`src/sv/ipv6_five_tuple_flow_classifier_top_macros.svh`:
```
// Assertion macros for the flow classifier
`ifndef IPV6_FIVE_TUPLE_FLOW_CLASSIFIER_TOP_MACROS_SVH
`define IPV6_FIVE_TUPLE_FLOW_CLASSIFIER_TOP_MACROS_SVH
// implication checked every clock, quiet during reset
`define AST_IMPL(lbl, clk, rstn, a, c) \
    lbl: assert property (@(posedge clk) disable iff (!rstn) (a) |-> (c)) \
        else $error("assertion failed");
// next-cycle implication
`define AST_NEXT(lbl, clk, rstn, a, c) \
    lbl: assert property (@(posedge clk) disable iff (!rstn) (a) |=> (c)) \
        else $error("assertion failed");
`endif

```
`src/sv/ipv6fc_pkg.sv`:
```
// ---------------------------------------------------------------------------
// ipv6fc_pkg
// Shared types and constants of the IPv6 flow classifier.
// ---------------------------------------------------------------------------
package ipv6fc_pkg;
    localparam int MAX_FLOWS     = 256;
    localparam int COUNTER_WIDTH = 32;
    localparam int DSCP_CODES    = 64;
    localparam logic [7:0]  PROTO_TCP   = 8'd6;
    localparam logic [7:0]  PROTO_UDP   = 8'd17;
    localparam logic [15:0] MIN_PAYLOAD = 16'd4;
    localparam logic [7:0]  MCAST_BYTE  = 8'hff;
    localparam int KEY_W = 64 * 4 + 40;

    typedef enum logic [2:0] {
        ST_OK    = 3'd0,
        ST_MCAST = 3'd1,
        ST_PROTO = 3'd2,
        ST_SHORT = 3'd3,
        ST_FULL  = 3'd4
    } t_status;

    // classified item handed from front to back
    typedef struct packed {
        t_status    status;
        logic [KEY_W-1:0] key;
        logic [5:0] dscp;
    } t_job;
endpackage

```
`src/sv/ipv6fc_front.sv`:
```
// ---------------------------------------------------------------------------
// ipv6fc_front
// Screens headers and packs the five-tuple key; a two-entry queue feeds back.
// ---------------------------------------------------------------------------
module ipv6fc_front (
    input  logic               i_clk,
    input  logic               i_rst_n,
    input  logic               i_valid,
    output logic               o_ready,
    input  logic [63:0]        i_sh,
    input  logic [63:0]        i_sl,
    input  logic [63:0]        i_dh,
    input  logic [63:0]        i_dl,
    input  logic [7:0]         i_nh,
    input  logic [15:0]        i_plen,
    input  logic [15:0]        i_sp,
    input  logic [15:0]        i_dp,
    input  logic [5:0]         i_dscp,
    output logic               o_valid,
    input  logic               i_ready,
    output ipv6fc_pkg::t_job   o_job
);
    ipv6fc_pkg::t_job r_q [2];
    logic r_wp, r_rp;
    logic [1:0] r_cnt;
    ipv6fc_pkg::t_job w_job;

    // screening in the model's check order
    always_comb begin
        w_job.key  = {i_sh, i_sl, i_dh, i_dl, i_nh, i_sp, i_dp};
        w_job.dscp = i_dscp;
        if (i_dh[63:56] == ipv6fc_pkg::MCAST_BYTE) begin
            w_job.status = ipv6fc_pkg::ST_MCAST;
        end else if (i_nh != ipv6fc_pkg::PROTO_TCP && i_nh != ipv6fc_pkg::PROTO_UDP) begin
            w_job.status = ipv6fc_pkg::ST_PROTO;
        end else if (i_plen < ipv6fc_pkg::MIN_PAYLOAD) begin
            w_job.status = ipv6fc_pkg::ST_SHORT;
        end else begin
            w_job.status = ipv6fc_pkg::ST_OK;
        end
    end

    assign o_ready = (r_cnt != 2'd2);
    assign o_valid = (r_cnt != 2'd0);
    assign o_job   = r_q[r_rp];

    // queue storage
    always_ff @(posedge i_clk) begin
        if (i_valid && o_ready) begin
            r_q[r_wp] <= w_job;
        end
    end

    // queue pointers
    always_ff @(posedge i_clk) begin
        if (!i_rst_n) begin
            r_wp <= 1'b0;
            r_rp <= 1'b0;
            r_cnt <= 2'd0;
        end else begin
            if (i_valid && o_ready) r_wp <= ~r_wp;
            if (o_valid && i_ready) r_rp <= ~r_rp;
            r_cnt <= r_cnt + 2'(i_valid && o_ready) - 2'(o_valid && i_ready);
        end
    end
endmodule

```
`config.mk`:
```
export PLATFORM = sky130hd
export DESIGN_NAME = ipv6fc_front
export DESIGN_NICKNAME = d
export VERILOG_FILES = /design/src/sv/ipv6_five_tuple_flow_classifier_top_macros.svh /design/src/sv/ipv6fc_pkg.sv /design/src/sv/ipv6fc_front.sv
export SDC_FILE = /design/constraint.sdc
export NUM_CORES = 1
export LEC_CHECK = 0
export BUFFER_PORTS_ARGS = -buffer_cell sky130_fd_sc_hd__buf_2
export CAP_MARGIN = 0
export CORE_UTILIZATION = 40
export DETAILED_ROUTE_END_ITERATION = 10
export PLACE_DENSITY = 0.66
export SLEW_MARGIN = 20
export SYNTH_ARGS = -nofsm -noshare
export SYNTH_HDL_FRONTEND = slang
export SYNTH_SLANG_ARGS = --single-unit
```
`constraint.sdc`:
```
create_clock -name i_clk -period 10.8 [get_ports i_clk]
set_clock_uncertainty 0.15 [all_clocks]
set_input_delay 3.24 -clock i_clk [delete_from_list [all_inputs] [get_ports i_clk]]
set_output_delay 3.24 -clock i_clk [all_outputs]
set_load 0.02 [all_outputs]
```
[Word level (Yosys, flattened, before mapping)]
Memories as Yosys holds them, arrays and structs flattened. A register that Yosys moved wholly into a read port is not among the register bits.
Index checks and enable logic that the tools add are counted.
Operators by class
  multiply operators: 0
  reductions and logical operators: 4
  shift operators: 0
  $add $sub $neg: 2
  mux-type cells: 7
  divide/modulo/power cells: 0
  eq/ne operators: 4
  $lt $le $gt $ge: 1
  bitwise logic cells: 2
Operators by type and width (count)
  less-than comparator 16 x 3 -> 1 bit (second input constant): 1
  equality test 8 bit (second input constant): 1
  != test 8 x 3 -> 1 bit (second input constant): 1
  != test 8 x 5 -> 1 bit (second input constant): 1
  two-way mux 2 bit: 3
  two-way mux 1 bit: 4
  logical AND 1 bit: 3
  adder 2 x 1 -> 2 bit: 1
  != test 2 bit (second input constant): 1
  NOT 1 bit: 2
  nonzero test 2 bit: 1
  subtractor 2 x 1 -> 2 bit: 1
Word-level totals
  output and inout port bits: 307
  bits of input ports: 322
  memory bits (writable): 608
  memories: 1
  bits in latches: 0
  bits in registers: 4
  logic and storage cells: 24
  bits in read-only memories: 0
Memory list
  r_q: words 2, bits a word 304, rd ports 1, clocked after memory_dff 1, write ports 1, line ipv6fc_front.sv:23  | ipv6fc_pkg::t_job r_q [2];

[Longest topological paths before layout]
  depth after elaboration: 4
  mapped depth: 8
  gate-level depth less buffers: 8

[Least setup slack after synthesis]
Ideal clock, no wire load.
  kind: input -> register
  from: in i_valid
  to: mem r_q[1][0] in the netlist's numbering, enable pin
  stages on the path: 1
  library setup time: 0.707 ns
  data required time: 9.943 ns
  data arrival time: 10.203 ns
  path buffers: 0
  setup slack: -0.260 ns
  path through: and3_1
Between the ends
  longest elaborated chain between the ends: 3
Ends and longest elaborated chain
  start, declared: line ipv6fc_front.sv:8  | input logic i_valid,
  logical AND 1 bit: line ipv6fc_front.sv:49  | if (i_valid && o_ready) begin
  two-way mux 1 bit: line ipv6fc_front.sv:49
  two-way mux 1 bit (not written as such): line ipv6fc_front.sv:50  | r_q[r_wp] <= w_job;
  end, declared: line ipv6fc_front.sv:23
No other way between the ends.

==> impl_results.md <==
- Flip-flop and latch count after synthesis: 613
- Largest net degree at the start of global routing: 160
- Clock root cell: clkbuf_16
- Cell accounting for the most synthesized area: edfxtp_1
- CP Capture Type: primary output
- Fraction of power consumed by the clock network: 29.8%
- Type of element launching the critical path: flop
- H-tree depth: 3
- Routed wire length: 50100 um
- Clock slew at reported path FFs: 0.06 ns
- Path type of the worst min-delay path: flop to flop
- Share of total power in sequential cells: 42.9%
- Initial antenna violation count: 10
- Final Power: 7.07 mW
- Num ports: 629
- Inserted Clock Buffers: 66
- Layout fillers: 4734
- Run status: finished clean
- Clock period minus final worst setup slack: 6.78 ns
- Via count of the first global-routing pass: 12100
- Post-synthesis sequential area ratio: 78.6%
- Psw: 2.05 mW
- Clock sink total: 613
- Routed wire length per instance: 20.3 um
- Antenna violation net count after detailed routing: 0
- Final weighted congestion of routability-driven global placement: 0.781
- Number of distinct standard cells referenced by the synthesized netlist: 27
- Initial DRC Count: 466
- RSZ-0062 raised after global routing: false
- Maximum clock path buffer count: 3
- Final setup TNS: 0 ns
- Max-capacitance violation count: 0
- Delay contributed by the slowest stage of the critical path: 0.71 ns
- Clk_lat worst skew: 0.58 ns
- Starting utilization of the core area: 40.5%
- Final layout net count: 1978
- Die outline width: 244 um
- Floorplan die area: 59400 sq um
- Number of pins exceeding their max-slew limit in the final report: 0
- Vert. Die Dim: 244 um
- Worst rel slew slack: 20.7%
- Worst ir drop on vdd: 184 uV
- HPWL after detailed placement: 34100 um
- Share of the synthesized area in the top cell type: 78.2%
- Cell with the largest stage delay on the worst path: buf_4
- Critical Path RT: 7.41 ns
- Core Box Area: 57700 sq um
- Leak Pwr: 11.3 nW
- Highest-count cells in the layout ignoring fill and taps: 625 x buf_2, 608 x edfxtp_1, 260 x mux2_4
- Final clock period utilization by the worst path: 62.8%
- Synthesized instance count: 988
- Max Fclk: 0.148 GHz
- Post-Synthesis Cell Area: 23400 sq um
- CTS Hold Bufs: 0
- Setup Crit Path Kind: flop to primary output
- Rows: 88
- Synthesized net count: 1312
- Commonest non-fill, non-tap cell in the layout: buf_2
- Largest driver fanout on the critical path: 98
- Slew of the pin with the lowest slew margin: 1.19 ns
- Synth warn: 0
- Number of vias in the routed layout: 11600
- Overflow left after global routing: 0
- Main area contributors after synthesis: edfxtp_1 78%, mux2_4 17%, mux2_2 2.1%
- Switching fraction of total power: 29.0%
- Wire length of the first global-routing pass: 72300 um
- Worst-path cell chain: buf_4, buf_12, mux2_2, buf_2
- Logic gate share of total power: 27.3%
- Pwr per Cell Area: 242 nW/um^2
- Fraction of final layout cells sized beyond drive strength 1: 60.8%
- Area delta synth->final: 25.2%
- Buffers on Ports: 625
- DRC violations left: 0
- Number of failing setup endpoints in the final timing report: 0
- Post-CTS setup buffer count: 0
- All-Layer GR Usage: 16.3%
- Cell internal power dissipation: 5.02 mW
- Mean cell area of the mapped netlist: 23.6 sq um
- Post-DR vias/cell: 4.68
- First drt pass iteration count: 5
- CTS tree: yes
- CP Data Arrival Time: 3.39 ns
- Gates resized, CTS repair: 0
- Final hold violation count: 0
-- worst max-delay path, delay by kind of cell, from the launching register on --
family / cells / cell delay, ns
multiplexers: 1 / 0.42
flip-flops: 1 / 0.69
buffers and inverters: 3 / 1.44
-- cell usage after synthesis, drive strengths merged --
cell and n:
mux2 304, and2 1, and3 1, nand4 3
a21bo 1, a21oi 2, or2 1, xnor2 2
o21ai 1, xor2 1, buf 35, nor2 5
conb 1, nand2 1, o21a 2, ha 2
nand3b 1, o22ai 1, nor4 4, dfxtp 5
edfxtp 608, nor4bb 2, nand2b 1, inv 3
-- cell type report --
| cell class | count | area [sq um] | share of cell area (%) |
|---|---|---|---|
| inverter | 3 | 18.8 | 0.0642 |
| multi-input combinational | 337 | 4620 | 15.8 |
| clock buffer | 82 | 1780 | 6.07 |
| tap | 765 | 957 | 3.27 |
| clock inverter | 32 | 239 | 0.818 |
| sequential | 613 | 18400 | 62.8 |
| timing repair buffer | 633 | 3240 | 11.1 |
| antenna | 7 | 17.5 | 0.0599 |
-- logic make-up after synthesis --
logic type,share of synthesized area [%]
flops,78.6
xor+xnor,0.113
simple gates,0.509
mux,18.8
other cells,0.0161
fa+ha+maj,0.107
compound gates,0.198
buf+inv,1.61
-- worst paths after layout --
check | startpoint | to | slack, ns | cells past startpoint
max | flop | o_job[1] | 4.02 | 4
min reg2reg | r_rp | flop | 0.38 | 2
max reg2reg | r_cnt[0] | r_q[0][107] | 7.99 | 4
min | r_rp | flop | 0.38 | 2
-- metal layers --
metal  track usage (%)  wire length [um]  vias up
met4              6.14              1190        6
met5                 0                46        -
met2              29.5             26900      367
met1              18.1             18900     5825
met3              4.34              3010       87
li1                  -                 -     5293
-- through the flow --
stage / cells / area, sq um / hold WS, ns / utilization (%) / setup WS [ns]
2_1_floorplan: 988 / 23400 / 0.331 / - / 0.799
3_3_place_gp: 2351 / 27200 / 0.347 / 47.1 / 4.65
3_5_place_dp: 2351 / 27200 / 0.367 / 47.1 / 4.65
4_1_cts: 2465 / 29200 / 0.389 / 50.6 / 3.99
5_1_grt: 2470 / 29200 / 0.433 / 50.7 / 3.87
6_report: 2472 / 29200 / 0.382 / 50.7 / 4.02
-- power by group through the flow --
stage,clock (mW),sequential [mW],combinational (mW)
2_1_floorplan,0,3.12,1.42
3_3_place_gp,0,3.07,1.95
3_5_place_dp,0,3.09,1.95
4_1_cts,2.17,3.04,1.96
5_1_grt,2.26,3.06,2.03
6_report,2.11,3.04,1.93
-- flip-flops by register name (all words and copies together) (netlist names), named ones only --
register  count
r_q         608
r_cnt         2
r_rp          1
r_wp          1
Power figures use the tool's default switching activity.
